### src/sv/pnt_pkg.sv
// pnt_pkg: shared constants of the perfect number test core.
// No dependencies; used by the channel interfaces, the divider and the top level.
`default_nettype none

package pnt_pkg;

  // default width of the tested number
  localparam int NUMBER_BITS_DEF = 16;

  // width and ceiling of the reported divisor sum
  localparam int SUM_BITS = 19;
  localparam int SUM_MAX  = 524287;

  // headroom of the internal sum over the number width (aliquot sum < 16 * n)
  localparam int SUM_HEADROOM = 4;

endpackage

`default_nettype wire

### src/sv/pnt_channels.sv
// pnt_channels: valid/ready channel interfaces for requests and results.
// Depends on pnt_pkg for the default number width and the sum width.
`default_nettype none

interface pnt_in_if #(
  parameter int NUMBER_BITS = pnt_pkg::NUMBER_BITS_DEF
);
  logic                   valid;
  logic                   ready;
  logic [NUMBER_BITS-1:0] number;

  modport source (output valid, output number, input ready);
  modport sink   (input valid, input number, output ready);
endinterface

interface pnt_out_if;
  logic                          valid;
  logic                          ready;
  logic [pnt_pkg::SUM_BITS-1:0]  divisor_sum;
  logic                          is_perfect;
  logic                          qualifies;

  modport source (output valid, output divisor_sum, output is_perfect, output qualifies,
                  input ready);
  modport sink   (input valid, input divisor_sum, input is_perfect, input qualifies,
                  output ready);
endinterface

`default_nettype wire

### src/sv/pnt_div.sv
// pnt_div: restoring divider that yields the remainder, one quotient bit per cycle.
// Depends on pnt_pkg for the default number width; instantiated by perfect_number_test_core.
`default_nettype none

module pnt_div #(
  parameter int NUMBER_BITS = pnt_pkg::NUMBER_BITS_DEF
) (
  input  wire logic                   clk,
  input  wire logic                   rst_n,
  input  wire logic                   start,
  input  wire logic [NUMBER_BITS-1:0] dividend,
  input  wire logic [NUMBER_BITS-1:0] divisor,   // held stable while busy, never zero
  output logic                        done,
  output logic [NUMBER_BITS-1:0]      remainder
);

  localparam int CW = $clog2(NUMBER_BITS + 1);

  logic [NUMBER_BITS-1:0] rem_r, rem_nxt;
  logic [NUMBER_BITS-1:0] shf_r, shf_nxt;
  logic [CW-1:0]          cnt_r, cnt_nxt;
  logic                   busy_r, busy_nxt;
  logic                   done_r, done_nxt;

  logic [NUMBER_BITS:0]   trial;
  logic                   fits;

  // one restoring step: bring down the next dividend bit, subtract if it fits
  assign trial = {rem_r, shf_r[NUMBER_BITS-1]};
  assign fits  = trial >= {1'b0, divisor};

  always_comb begin
    rem_nxt  = rem_r;
    shf_nxt  = shf_r;
    cnt_nxt  = cnt_r;
    busy_nxt = busy_r;
    done_nxt = 1'b0;
    if (start) begin
      rem_nxt  = '0;
      shf_nxt  = dividend;
      cnt_nxt  = CW'(NUMBER_BITS);
      busy_nxt = 1'b1;
    end else if (busy_r) begin
      rem_nxt = fits ? NUMBER_BITS'(trial - {1'b0, divisor}) : NUMBER_BITS'(trial);
      shf_nxt = {shf_r[NUMBER_BITS-2:0], 1'b0};
      cnt_nxt = cnt_r - CW'(1);
      if (cnt_r == CW'(1)) begin
        busy_nxt = 1'b0;
        done_nxt = 1'b1;
      end
    end
  end

  // control state
  always_ff @(posedge clk) begin
    if (!rst_n) begin
      busy_r <= 1'b0;
      done_r <= 1'b0;
      cnt_r  <= '0;
    end else begin
      busy_r <= busy_nxt;
      done_r <= done_nxt;
      cnt_r  <= cnt_nxt;
    end
  end

  // datapath
  always_ff @(posedge clk) begin
    rem_r <= rem_nxt;
    shf_r <= shf_nxt;
  end

  assign done      = done_r;
  assign remainder = rem_r;

endmodule

`default_nettype wire

### src/sv/perfect_number_test_core.sv
// perfect_number_test_core: aliquot sum and perfect number test, top level.
// Depends on pnt_pkg, pnt_channels (pnt_in_if, pnt_out_if) and pnt_div.
//
// Usage:
//   in_if  : one request per number; taken when valid and ready are both high.
//   out_if : one result per request: divisor_sum (saturated at 524287),
//            is_perfect and qualifies.
//   Every trial divisor d from 1 to number-1 is tested by one shared restoring
//   divider that settles one bit a cycle; d is added when the remainder is 0.
//   The run time grows with the number, since each trial divisor takes its own pass
//   through the divider; numbers 0 and 1 skip the divider. The core takes one
//   request at a time and holds in_if.ready low from acceptance until the result
//   is registered.
//   A finished result sits in an output register; a new request may be taken
//   while it waits. If the receiver stalls, the next result waits in the core
//   until the register frees up.
//   Reset (rst_n low, synchronous) returns the core to idle with no result
//   pending.
`default_nettype none

module perfect_number_test_core #(
  parameter int NUMBER_BITS = pnt_pkg::NUMBER_BITS_DEF
) (
  input  wire logic clk,
  input  wire logic rst_n,
  pnt_in_if.sink    in_if,
  pnt_out_if.source out_if
);

  localparam int SUM_BITS = pnt_pkg::SUM_BITS;
  localparam int ACC_BITS = (NUMBER_BITS + pnt_pkg::SUM_HEADROOM > SUM_BITS) ?
                            NUMBER_BITS + pnt_pkg::SUM_HEADROOM : SUM_BITS;

  localparam logic [1:0] S_IDLE  = 2'd0;
  localparam logic [1:0] S_START = 2'd1;
  localparam logic [1:0] S_WAIT  = 2'd2;
  localparam logic [1:0] S_FIN   = 2'd3;

  logic [1:0]             state_r, state_nxt;
  logic [NUMBER_BITS-1:0] num_r, num_nxt;
  logic [NUMBER_BITS-1:0] dvs_r, dvs_nxt;
  logic [ACC_BITS-1:0]    sum_r, sum_nxt;
  logic                   qual_r, qual_nxt;

  logic                   out_valid_r, out_valid_nxt;
  logic [SUM_BITS-1:0]    out_sum_r, out_sum_nxt;
  logic                   out_perf_r, out_perf_nxt;
  logic                   out_qual_r, out_qual_nxt;

  logic                   div_start;
  logic                   div_done;
  logic [NUMBER_BITS-1:0] div_rem;

  logic                   take_in;
  logic                   out_free;
  logic                   last_dvs;
  logic [SUM_BITS-1:0]    sum_sat;
  logic                   sum_eq;

  pnt_div #(
    .NUMBER_BITS (NUMBER_BITS)
  ) u_div (
    .clk       (clk),
    .rst_n     (rst_n),
    .start     (div_start),
    .dividend  (num_r),
    .divisor   (dvs_r),
    .done      (div_done),
    .remainder (div_rem)
  );

  assign take_in   = in_if.valid && (state_r == S_IDLE);
  assign out_free  = !out_valid_r || out_if.ready;
  assign div_start = (state_r == S_START);
  assign last_dvs  = dvs_r == (num_r - NUMBER_BITS'(1));

  // saturate the reported sum; the perfect test uses the full sum
  assign sum_sat = (sum_r > ACC_BITS'(pnt_pkg::SUM_MAX)) ?
                   SUM_BITS'(pnt_pkg::SUM_MAX) : SUM_BITS'(sum_r);
  assign sum_eq  = sum_r == ACC_BITS'(num_r);

  // sequencer: walk the trial divisors through the shared divider
  always_comb begin
    state_nxt = state_r;
    num_nxt   = num_r;
    dvs_nxt   = dvs_r;
    sum_nxt   = sum_r;
    qual_nxt  = qual_r;
    unique case (state_r)
      S_IDLE: begin
        if (take_in) begin
          num_nxt   = in_if.number;
          dvs_nxt   = NUMBER_BITS'(1);
          sum_nxt   = '0;
          qual_nxt  = in_if.number > NUMBER_BITS'(1);
          state_nxt = (in_if.number > NUMBER_BITS'(1)) ? S_START : S_FIN;
        end
      end
      S_START: begin
        state_nxt = S_WAIT;
      end
      S_WAIT: begin
        if (div_done) begin
          if (div_rem == '0) begin
            sum_nxt = sum_r + ACC_BITS'(dvs_r);
          end
          if (last_dvs) begin
            state_nxt = S_FIN;
          end else begin
            dvs_nxt   = dvs_r + NUMBER_BITS'(1);
            state_nxt = S_START;
          end
        end
      end
      S_FIN: begin
        if (out_free) begin
          state_nxt = S_IDLE;
        end
      end
      default: begin
        state_nxt = S_IDLE;
      end
    endcase
  end

  // result register
  always_comb begin
    out_valid_nxt = out_valid_r;
    out_sum_nxt   = out_sum_r;
    out_perf_nxt  = out_perf_r;
    out_qual_nxt  = out_qual_r;
    if (out_valid_r && out_if.ready) begin
      out_valid_nxt = 1'b0;
    end
    if ((state_r == S_FIN) && out_free) begin
      out_valid_nxt = 1'b1;
      out_sum_nxt   = qual_r ? sum_sat : '0;
      out_perf_nxt  = qual_r && sum_eq;
      out_qual_nxt  = qual_r;
    end
  end

  always_ff @(posedge clk) begin
    if (!rst_n) begin
      state_r     <= S_IDLE;
      out_valid_r <= 1'b0;
    end else begin
      state_r     <= state_nxt;
      out_valid_r <= out_valid_nxt;
    end
  end

  always_ff @(posedge clk) begin
    num_r      <= num_nxt;
    dvs_r      <= dvs_nxt;
    sum_r      <= sum_nxt;
    qual_r     <= qual_nxt;
    out_sum_r  <= out_sum_nxt;
    out_perf_r <= out_perf_nxt;
    out_qual_r <= out_qual_nxt;
  end

  assign in_if.ready        = (state_r == S_IDLE);
  assign out_if.valid       = out_valid_r;
  assign out_if.divisor_sum = out_sum_r;
  assign out_if.is_perfect  = out_perf_r;
  assign out_if.qualifies   = out_qual_r;

endmodule

`default_nettype wire

### src/flat_wrapper.sv
// flat-port wrapper written by rule: the top's interface ports become plain ports
module perfect_number_test_core_flat 
#(
  parameter int NUMBER_BITS = pnt_pkg::NUMBER_BITS_DEF
)
  (clk, rst_n, in_if_valid, in_if_number, in_if_ready, out_if_valid, out_if_divisor_sum, out_if_is_perfect, out_if_qualifies, out_if_ready);
  pnt_in_if #(.NUMBER_BITS(NUMBER_BITS)) in_if_i ();
  pnt_out_if out_if_i ();
  input  wire logic clk;
  input  wire logic rst_n;
  input wire logic [$bits(in_if_i.valid)-1:0] in_if_valid;
  input wire logic [$bits(in_if_i.number)-1:0] in_if_number;
  output wire logic [$bits(in_if_i.ready)-1:0] in_if_ready;
  output wire logic [$bits(out_if_i.valid)-1:0] out_if_valid;
  output wire logic [$bits(out_if_i.divisor_sum)-1:0] out_if_divisor_sum;
  output wire logic [$bits(out_if_i.is_perfect)-1:0] out_if_is_perfect;
  output wire logic [$bits(out_if_i.qualifies)-1:0] out_if_qualifies;
  input wire logic [$bits(out_if_i.ready)-1:0] out_if_ready;
  assign in_if_i.valid = in_if_valid;
  assign in_if_i.number = in_if_number;
  assign in_if_ready = in_if_i.ready;
  assign out_if_valid = out_if_i.valid;
  assign out_if_divisor_sum = out_if_i.divisor_sum;
  assign out_if_is_perfect = out_if_i.is_perfect;
  assign out_if_qualifies = out_if_i.qualifies;
  assign out_if_i.ready = out_if_ready;
  perfect_number_test_core #(.NUMBER_BITS(NUMBER_BITS)) u_core (.clk(clk), .rst_n(rst_n), .in_if(in_if_i), .out_if(out_if_i));
endmodule
### config.mk
export PLATFORM = sky130hd
export DESIGN_NAME = perfect_number_test_core_flat
export DESIGN_NICKNAME = d
export VERILOG_FILES = /design/src/sv/pnt_pkg.sv /design/src/sv/pnt_channels.sv /design/src/sv/pnt_div.sv /design/src/sv/perfect_number_test_core.sv /design/src/flat_wrapper.sv
export SDC_FILE = /design/constraint.sdc
export NUM_CORES = 1
export LEC_CHECK = 0
export ABC_AREA = 1
export BUFFER_PORTS_ARGS = -buffer_cell sky130_fd_sc_hd__buf_4
export CAP_MARGIN = 20
export CORE_ASPECT_RATIO = 1.2
export CORE_UTILIZATION = 55
export DETAILED_ROUTE_END_ITERATION = 12
export GPL_ROUTABILITY_DRIVEN = 1
export PLACE_DENSITY = 0.73
export SKIP_LAST_GASP = 1
export SYNTH_ARGS = -nofsm -noshare
export SYNTH_HDL_FRONTEND = slang
export SYNTH_HIERARCHICAL = 1
export SYNTH_SLANG_ARGS = --single-unit
### constraint.sdc
create_clock -name clk -period 3 [get_ports clk]
set_input_delay 0.3 -clock clk [delete_from_list [all_inputs] [get_ports clk]]
set_output_delay 0.3 -clock clk [all_outputs]
set_load 0.02 [all_outputs]
==> metrics.yaml, run 1 <==
status:
  status: "finished, final reports clean"
timing:
  fin_crit_ns: 2.41
  hold_viol_final: 0
  max_freq_mhz: 415
  setup_viol: 0
  slew_viol_final: 0
  skew_ns: 0.00732
  fin_tns_setup_ns: 0
  worstMarginPinSlew_ns: 0.645
  slew_headroom_pct: 57.0
  min_period_over_period_pct: 80.4
  grt_setup_unrepaired: "no"
cells_and_area:
  drive_gt1_share_pct: 14.1
  finalNetCount: 1104
  layout_common_cells: "nand2_1 (253), inv_1 (134), nor2_1 (96)"
  diodes: 0
  mostFrequentLayoutCell: "nand2_1"
  fin_util_pct: 64.8
  fillers: 1208
  area_delta_synth_final_pct: 14.8
place:
  hpwl_um: 15100
  port_buffers: 42
  gp_congestion: 0.917
cts:
  cts.sinks: 116
  clockBufferDepth: 2
  cts_setup_buffers: 0
  cts_buffers: 17
  tritoncts: "done"
  clk_latency_ns: 0.43
  clk_pin_slew_ns: 0.06
  hold_buffers: 0
  ctsResizeCount: 0
  cts-root-buf: "clkbuf_16"
  htree_levels: 4
floorplan:
  start_util_pct: 56.4
  die_x_um: 110
  coreArea_um2: 13800
  io_pins: 43
  die_height_um: 132
  die_area_um2: 14600
  rows: 47
worst_setup_path:
  crit_chain: "ha_1 > inv_1 > fa_1 > o21ai_2 > a21boi_1 > o21ai_1 > a21oi_1 > o21ai_0 > nor2_1"
  cp.arrival_ns: 2.59
  rr_worst_depth: 9
  cp.required_ns: 3.18
  cpPeakStageDelay_ns: 0.50
  cp_slowest_cell: "edfxtp_1"
  end_kind: "flip-flop"
  crit_path_start_kind: "flip-flop"
  critPathMaxFanout: 6
  path_class: "flip-flop to flip-flop"
yosys:
  syn_area_per_cell_um2: 7.82
  synth.cell_area_um2: 7760
  syn_nets: 1051
  synthCells: 993
  ys_seq_elements: 116
  synth_flop_cell: "edfxtp_1"
  synth_seq_area_share_pct: 41.5
  synth_warnings: 6
  async_flop_share_pct: 0
  netlist-cell-type-count: 53
  synth_edf_count: 90
global_routing:
  met2_usage_pct: 47.6
  grt.busiest_layer: "met2"
  grt_pass1_wl_um: 33000
  grtUsageTotal_pct: 29.1
  antenna_found_initial: 0
  grtUsageMet1_pct: 36.2
  grt_pass1_vias: 6459
  grtUsageMet3_pct: 5.38
  grt-ovfl-total: 0
  grt_max_degree: 22
power:
  seq_power_share_pct: 30.9
  report.power.total_uw: 8560
  p_int_uw: 4930
  combPwrFrac_pct: 43.0
  power.leakage_uw: 0.00410
  p_per_area_nw_per_um2: 961
  clockPowerShare_pct: 26.1
  swShare_pct: 42.4
  switchingPower_uw: 3630
  vdd_drop_max_mv: 0.895
route:
  wirelength_um: 20500
  post_drt_wl_per_cell_um: 16.7
  drt_iter0_markers: 509
  drc: 0
  vias_per_cell: 5.55
  drtAntennaViolNets: 0
  firstDrtPassIters: 5
  vias: 6825
worst_hold_path:
  min_delay_path_depth: 1
  hold_path.class: "input port to flip-flop"
flow_run:
  drv_cap: 0
==> Yosys cell counts (3+ instances only) <==
master | instances | area, um2
nor2_4 | 5 | 56.3
xnor2_1 | 14 | 123
or2_2 | 4 | 25.0
nor3_1 | 9 | 45.0
clkinv_1 | 3 | 11.3
o22ai_1 | 5 | 31.3
a31oi_1 | 5 | 31.3
nor2_1 | 97 | 364
buf_2 | 3 | 15.0
nand2_1 | 253 | 950
and2_1 | 5 | 31.3
o21a_1 | 6 | 45.0
nor2_2 | 11 | 68.8
nand4_1 | 14 | 87.6
a21o_1 | 7 | 52.6
a21oi_1 | 54 | 270
nand3_1 | 71 | 355
inv_1 | 134 | 503
ha_1 | 36 | 450
nand3b_1 | 5 | 37.5
nand3_2 | 13 | 130
inv_2 | 7 | 26.3
a221oi_1 | 4 | 35.0
clkbuf_1 | 8 | 30.0
o21ai_0 | 27 | 135
nand2_2 | 12 | 75.1
xor2_1 | 12 | 105
edfxtp_1 | 90 | 2700
o21ai_1 | 11 | 55.1
nor3b_1 | 4 | 30.0
dfxtp_1 | 26 | 521
nor4_1 | 10 | 62.6
==> kinds of logic after synthesis <==
family | synth area share (%)
AO/OA/AOI/OAI | 9.64
XOR/XNOR | 2.93
adder cells (fa/ha/maj) | 6.32
buffers and inverters | 8.19
flip-flops | 41.5
AND/OR/NAND/NOR | 31.4
==> path summary, 6_finish.rpt <==
| path | slack [ns] | startpoint | to |
|---|---|---|---|
| setup / recovery | 0.59 | u_core/dvs_r[0] | u_core/sum_r[10] |
| hold / removal | 0.06 | in_if_number[0] | u_core/num_r[0] |
| setup reg to reg | 0.59 | u_core/dvs_r[0] | u_core/sum_r[10] |
| hold reg to reg | 0.46 | u_core/qual_r | u_core/out_if.qualifies |
==> power groups by stage <==
stage,Sequential [uW],Combinational [uW],Clock [uW]
final,2650,3680,2230
after global routing,2690,4130,2320
after CTS,2640,3650,2270
after detailed placement,2670,3620,0
after global placement,2660,3580,0
after floorplan,2480,2940,0
==> registers in the layout (all words and copies together), names as in the netlist <==
name                       flops
u_core/dvs_r                  16
u_core/state_r                 2
u_core/u_div/cnt_r             5
u_core/u_div/done              1
u_core/out_if.divisor_sum     19
u_core/qual_r                  1
u_core/u_div/busy_r            1
u_core/u_div/shf_r            16
u_core/sum_r                  20
u_core/num_r                  16
u_core/u_div/remainder        16
u_core/out_if.is_perfect       1
u_core/out_if.valid            1
u_core/out_if.qualifies        1
==> final cells by class <==
cell class,count,area (um2),area share (%)
clock buffer,17,425,4.77
clock inverter,15,215,2.42
sequential,116,3220,36.2
inverter,144,541,6.07
multi-input combinational,717,3920,44.0
tap,171,214,2.40
timing repair buffer,50,375,4.21
==> worst max-delay path: cells and delay by family (launching register included) <==
| family | cells | cell delay (ns) |
|---|---|---|
| AOI/OAI and AO/OA | 5 | 0.87 |
| adders and majority gates | 2 | 0.67 |
| buffers and inverters | 1 | 0.10 |
| DFF | 1 | 0.50 |
| and+or+nand+nor | 1 | 0.05 |
==> stage by stage <==
step                setup WS [ns]  std cells  hold slack (ns)  area [um2]
CTS                         0.584       1230           0.0434        8910
finish                      0.588       1230           0.0558        8910
global placement            0.645       1198            0.431        8270
detailed placement          0.597       1198            0.461        8270
global route                0.309       1230           0.0480        8910
floorplan                   0.352        993            0.399        7760
==> metal layers <==
| layer | up-vias | share of wire [%] |
|---|---|---|
| met5 | - | 0 |
| li1 | 3402 | - |
| met2 | 218 | 49 |
| met3 | 62 | 5.0 |
| met1 | 3143 | 42 |
| met4 | 0 | 4.5 |
No activity file was read; power rests on OpenSTA's default activity.
==> run 2, diff against run 1 <==
clock period = 2.4 ns   (was 3 ns; I/O delays follow)
==> metrics.yaml, run 2 (synthesized netlist as in run 1, its figures left out) <==
floorplan:
  start_util_pct: 56.4  # unchanged
  die_area_um2: 14600  # unchanged
  rows: 47  # unchanged
  die_height_um: 132  # unchanged
  die_x_um: 110  # unchanged
  io_pins: 43  # unchanged
  coreArea_um2: 13800  # unchanged
route:
  vias_per_cell: 5.47  # was 5.55
  wirelength_um: 20600  # was 20500 um
  drt_iter0_markers: 508  # was 509
  drtAntennaViolNets: 0  # unchanged
  vias: 6952  # was 6825
  drc: 0  # unchanged
  firstDrtPassIters: 5  # unchanged
  post_drt_wl_per_cell_um: 16.2  # was 16.7 um
cts:
  clk_pin_slew_ns: 0.06  # about the same
  cts.sinks: 116  # unchanged
  cts-root-buf: "clkbuf_16"  # unchanged
  clk_latency_ns: 0.43  # about the same
  tritoncts: "done"  # unchanged
  cts_buffers: 17  # unchanged
  clockBufferDepth: 2  # unchanged
  htree_levels: 4  # unchanged
worst_setup_path:
  cp.required_ns: 2.52  # was 3.18 ns
  path_class: "flip-flop to flip-flop"  # unchanged
  end_kind: "flip-flop"  # unchanged
  crit_path_start_kind: "flip-flop"  # unchanged
  crit_chain: "inv_2 > ha_1 > nand2_4 > inv_2 > nand2_1 > nor2_1 > nand2_1 > nand3_2 > nor2_4 > a31oi_2 > buf_12"  # was ha_1 > inv_1 > fa_1 > o21ai_2 > a21boi_1 > o21ai_1 > a21oi_1 > o21ai_0 > nor2_1
  cpPeakStageDelay_ns: 0.46  # was 0.50 ns
  critPathMaxFanout: 16  # was 6
  cp_slowest_cell: "edfxtp_1"  # unchanged
  cp.arrival_ns: 2.38  # was 2.59 ns
timing:
  slew_viol_final: 0  # unchanged
  min_period_over_period_pct: 93.8  # was 80.4%
  max_freq_mhz: 444  # was 415 MHz
  grt_setup_unrepaired: "yes"  # was no
  fin_crit_ns: 2.25  # was 2.41 ns
  skew_ns: 0.0133  # was 0.00732 ns
  hold_viol_final: 0  # unchanged
  slew_headroom_pct: 62.2  # was 57.0%
  worstMarginPinSlew_ns: 0.562  # was 0.645 ns
  setup_viol: 0  # unchanged
place:
  port_buffers: 42  # unchanged
  hpwl_um: 15300  # was 15100 um
  gp_congestion: 0.969  # was 0.917
  dp_cells: 1222  # was 1198
cells_and_area:
  diodes: 0  # unchanged
  area_delta_synth_final_pct: 18.3  # was 14.8%
  layout_common_cells: "nand2_1 (253), inv_1 (134), nor2_1 (96)"  # unchanged
  drive_gt1_share_pct: 16.1  # was 14.1%
  regMostFlops: "u_core/sum_r"  # unchanged
  fillers: 1194  # was 1208
  mostFrequentLayoutCell: "nand2_1"  # unchanged
  final_cells: 1270  # was 1230
  finalNetCount: 1144  # was 1104
  largest_register_ffs: 20  # unchanged
global_routing:
  grt_max_degree: 23  # was 22
  grt_pass1_vias: 6574  # was 6459
  grt_pass1_wl_um: 33300  # was 33000 um
  grtUsageTotal_pct: 29.3  # was 29.1%
  antenna_found_initial: 0  # unchanged
  grt-ovfl-total: 0  # unchanged
power:
  report.power.total_uw: 10400  # was 8560 uW
  vdd_drop_max_mv: 1.24  # was 0.895 mV
  power.leakage_uw: 0.00423  # was 0.00410 uW
  p_per_area_nw_per_um2: 1140  # was 961 nW/um2
worst_hold_path:
  hold_path.class: "input port to flip-flop"  # unchanged
flow_run:
  drv_cap: 0  # unchanged
status:
  status: "finished, final reports clean"  # unchanged
## run 2: changes by cell type in the layout (fill, tap and decap cells not counted), sizes merged
cell and delta:
buf +26, dlygate4sd3 +14, clkinvlp +4, inv -4
bufinv -3, clkinv +3
## run 2: final cells by class
cell class              count  area (um2)  share of cell area (%)
multi-input cells         717        3930                    42.8
flip-flops and latches    116        3220                    35.1
repair buffers             90         723                    7.87
inverters                 144         541                    5.88
clock buffers              17         425                    4.63
well taps                 171         214                    2.33
clock inverters            15         129                    1.40
## run 2: final timing paths
| kind | start | endpoint | slack [ns] | cells past startpoint |
|---|---|---|---|---|
| setup / recovery | u_core/num_r[0] | u_core/dvs_r[0] | 0.15 | 11 |
| hold / removal | in_if_number[1] | u_core/num_r[1] | 0.01 | 1 |
| setup reg to reg | u_core/num_r[0] | u_core/dvs_r[0] | 0.15 | 11 |
| hold reg to reg | u_core/qual_r | u_core/out_if.qualifies | 0.47 | 0 |
## run 2: timing repair
item	4_1_cts	5_1_grt
buffers inserted	0	1
endpoints found under the hold margin	14	0
setup endpoints to repair	0	9
resized for setup	0	3
hold buffers	14	0
## run 2: power breakdown
part | internal (uW) | switching (uW)
clock | 1420 | 960
sequential | 2750 | 491
combinational | 1780 | 3020
## run 2: critical path: cells and delay by family (launching register included)
family	cells	cell delay, ns
adders and majority gates	1	0.29
AOI/OAI and AO/OA	1	0.25
buffers and inverters	3	0.42
DFF	1	0.46
and+or+nand+nor	6	0.55
## run 2: metrics by stage
stage	util, %	setup TNS [ns]	instance area (um2)	worst slack, ns	hold WS (ns)
floorplan	-	0	7770	0.0742	0.339
global placement	61.5	0	8470	0.146	0.419
detailed placement	61.5	0	8470	0.116	0.428
CTS	66.6	0	9160	0.121	0.000955
global route	66.8	-0.00760	9190	-0.00760	0.00359
finish	66.8	0	9190	0.148	0.0146
## run 2: per-layer routing
metal | vias up | track usage (%) | wire (um)
met5 | - | 0 | 0
met4 | 0 | 13.4 | 708
met3 | 53 | 4.41 | 1120
met2 | 223 | 48.9 | 9990
met1 | 3196 | 37.4 | 8740
li1 | 3480 | - | -
==> run 3, diff against run 2 <==
CORE_ASPECT_RATIO = default   (was 1.2)
CORE_MARGIN = 3   (was default)
CORE_UTILIZATION = 36   (was 55)
PLACE_DENSITY = default   (was 0.73)
==> metrics.yaml, run 3 (synthesized netlist as in run 1, its figures left out) <==
cts:
  tritoncts: "done"  # unchanged
  cts-root-buf: "clkbuf_16"  # unchanged
  cts.sinks: 116  # unchanged
  clockBufferDepth: 2  # unchanged
  cts_setup_buffers: 0  # unchanged
  cts_buffers: 17  # unchanged
  clk_pin_slew_ns: 0.06  # about the same
  clk_latency_ns: 0.42  # was 0.43 ns
  htree_levels: 4  # unchanged
global_routing:
  grt_max_degree: 23  # unchanged
  antenna_found_initial: 0  # unchanged
  grt_pass1_wl_um: 34900  # was 33300 um
  grt-ovfl-total: 0  # unchanged
  grtUsageTotal_pct: 18.7  # was 29.3%
  grt_pass1_vias: 6629  # was 6574
route:
  firstDrtPassIters: 5  # unchanged
  wirelength_um: 21800  # was 20600 um
  post_drt_wl_per_cell_um: 15.8  # was 16.2 um
  drc: 0  # unchanged
  drtAntennaViolNets: 0  # unchanged
  vias: 6934  # was 6952
  vias_per_cell: 5.02  # was 5.47
  drt_iter0_markers: 454  # was 508
cells_and_area:
  drive_gt1_share_pct: 16.4  # was 16.1%
  mostFrequentLayoutCell: "nand2_1"  # unchanged
  layout_common_cells: "nand2_1 (253), inv_1 (134), nor2_1 (96)"  # unchanged
  finalNetCount: 1152  # was 1144
  diodes: 0  # unchanged
  fillers: 2100  # was 1194
  regMostFlops: "u_core/sum_r"  # unchanged
  area_delta_synth_final_pct: 21.5  # was 18.3%
  largest_register_ffs: 20  # unchanged
  stdcell_area_um2: 9440  # was 9190 um2
floorplan:
  rows: 53  # was 47
  die_area_um2: 23400  # was 14600 um2
  die_x_um: 153  # was 110 um
  start_util_pct: 36.8  # was 56.4%
  coreArea_um2: 21100  # was 13800 um2
  io_pins: 43  # unchanged
  die_height_um: 153  # was 132 um
timing:
  fin_tns_setup_ns: 0  # unchanged
  max_freq_mhz: 441  # was 444 MHz
  fin_crit_ns: 2.27  # was 2.25 ns
  grt_setup_unrepaired: "yes"  # unchanged
  hold_viol_final: 0  # unchanged
  setup_viol: 0  # unchanged
  slew_viol_final: 0  # unchanged
  slew_headroom_pct: 49.4  # was 62.2%
  worstMarginPinSlew_ns: 0.756  # was 0.562 ns
  min_period_over_period_pct: 94.5  # was 93.8%
  timing.final.ws_setup_ns: 0.131  # was 0.148 ns
  skew_ns: 0.0170  # was 0.0133 ns
place:
  port_buffers: 42  # unchanged
  placed_cell_area_um2: 8660  # was 8470 um2
  gp_congestion: 1.01  # was 0.969
  place_ws_ns: 0.104  # was 0.116 ns
  hpwl_um: 17000  # was 15300 um
power:
  vdd_drop_max_mv: 0.444  # was 1.24 mV
  power.leakage_uw: 0.00431  # was 0.00423 uW
  p_per_area_nw_per_um2: 1150  # was 1140 nW/um2
worst_setup_path:
  crit_path_start_kind: "flip-flop"  # unchanged
  rrSetupSlack_ns: 0.13  # was 0.15 ns
  cp.arrival_ns: 2.44  # was 2.38 ns
  path_class: "flip-flop to flip-flop"  # unchanged
  critPathMaxFanout: 4  # was 16
  r2r-start: "u_core/sum_r[0]"  # was u_core/num_r[0]
  crit_path_end: "u_core/sum_r[10]"  # was u_core/dvs_r[0]
  reg2reg_to: "u_core/sum_r[10]"  # was u_core/dvs_r[0]
  setup.worst_path.start: "u_core/sum_r[0]"  # was u_core/num_r[0]
  cp.required_ns: 2.57  # was 2.52 ns
  rr_worst_depth: 9  # was 11
  end_kind: "flip-flop"  # unchanged
flow_run:
  drv_cap: 0  # unchanged
worst_hold_path:
  hold_path.class: "input port to flip-flop"  # unchanged
status:
  status: "finished, final reports clean"  # unchanged
==> run 3: layout make-up <==
type                       instances  area (um2)  area share (%)
clock buffer                      20         437            4.63
sequential                       116        3220            34.2
timing repair buffer              98         801            8.48
clock inverter                    12         155            1.64
inverter                         144         541            5.73
tap                              275         344            3.65
multi-input combinational        717        3940            41.7
==> run 3: power by group <==
| part | switching (uW) | total [uW] | internal (uW) | leakage, uW |
|---|---|---|---|---|
| Clock | 922 | 2560 | 1630 | 0.000285 |
| Sequential | 485 | 3240 | 2750 | 0.00107 |
| Combinational | 3160 | 5020 | 1860 | 0.00295 |
| Total | 4570 | 10800 | 6250 | 0.00431 |
==> run 3: layer usage <==
metal	track usage (%)	wire (um)	vias up
li1	-	-	3493
met1	24.3	9650	3174
met2	30.8	10300	216
met3	3.94	1160	51
met4	7.13	705	0
met5	0	0	-
==> run 3: worst max-delay path, stage by stage (launching register included) <==
cell      delay, ns
edfxtp_1       0.36
ha_1           0.24
inv_1          0.11
fa_1           0.46
o21ai_4        0.25
a21boi_1       0.15
o21ai_2        0.17
a21oi_1        0.09
o21ai_0        0.15
nor2_1         0.05
==> run 3: worst min path at each step <==
stage                           startpoint               endpoint  slack [ns]  cells after the start
after floorplan            in_if_number[0]        u_core/num_r[0]        0.34                      0
after global placement     in_if_number[0]        u_core/num_r[0]        0.42                      1
after detailed placement   in_if_number[0]        u_core/num_r[0]        0.43                      1
after CTS                 in_if_number[15]       u_core/num_r[15]      0.0004                      1
after global routing                 rst_n  u_core/u_div/cnt_r[4]        0.09                      2
final                                rst_n  u_core/u_div/cnt_r[4]        0.08                      2
==> run 3: repair_timing <==
action | CTS | global route
hold buffers | 14 | 2
gates resized for setup | 0 | 4
setup endpoints to repair | 0 | 19
endpoints found under the hold margin | 14 | 2
==> run 3: per-stage QoR <==
stage	std cells	hold WS (ns)	total power [uW]	utilization, %
6_report	1382	0.0754	10800	44.8
5_1_grt	1382	0.0855	11600	44.8
4_1_cts	1379	0.000431	10800	44.6
3_5_place_dp	1333	0.426	8170	41.1
3_3_place_gp	1333	0.423	8150	41.1
2_1_floorplan	993	0.339	6780	-
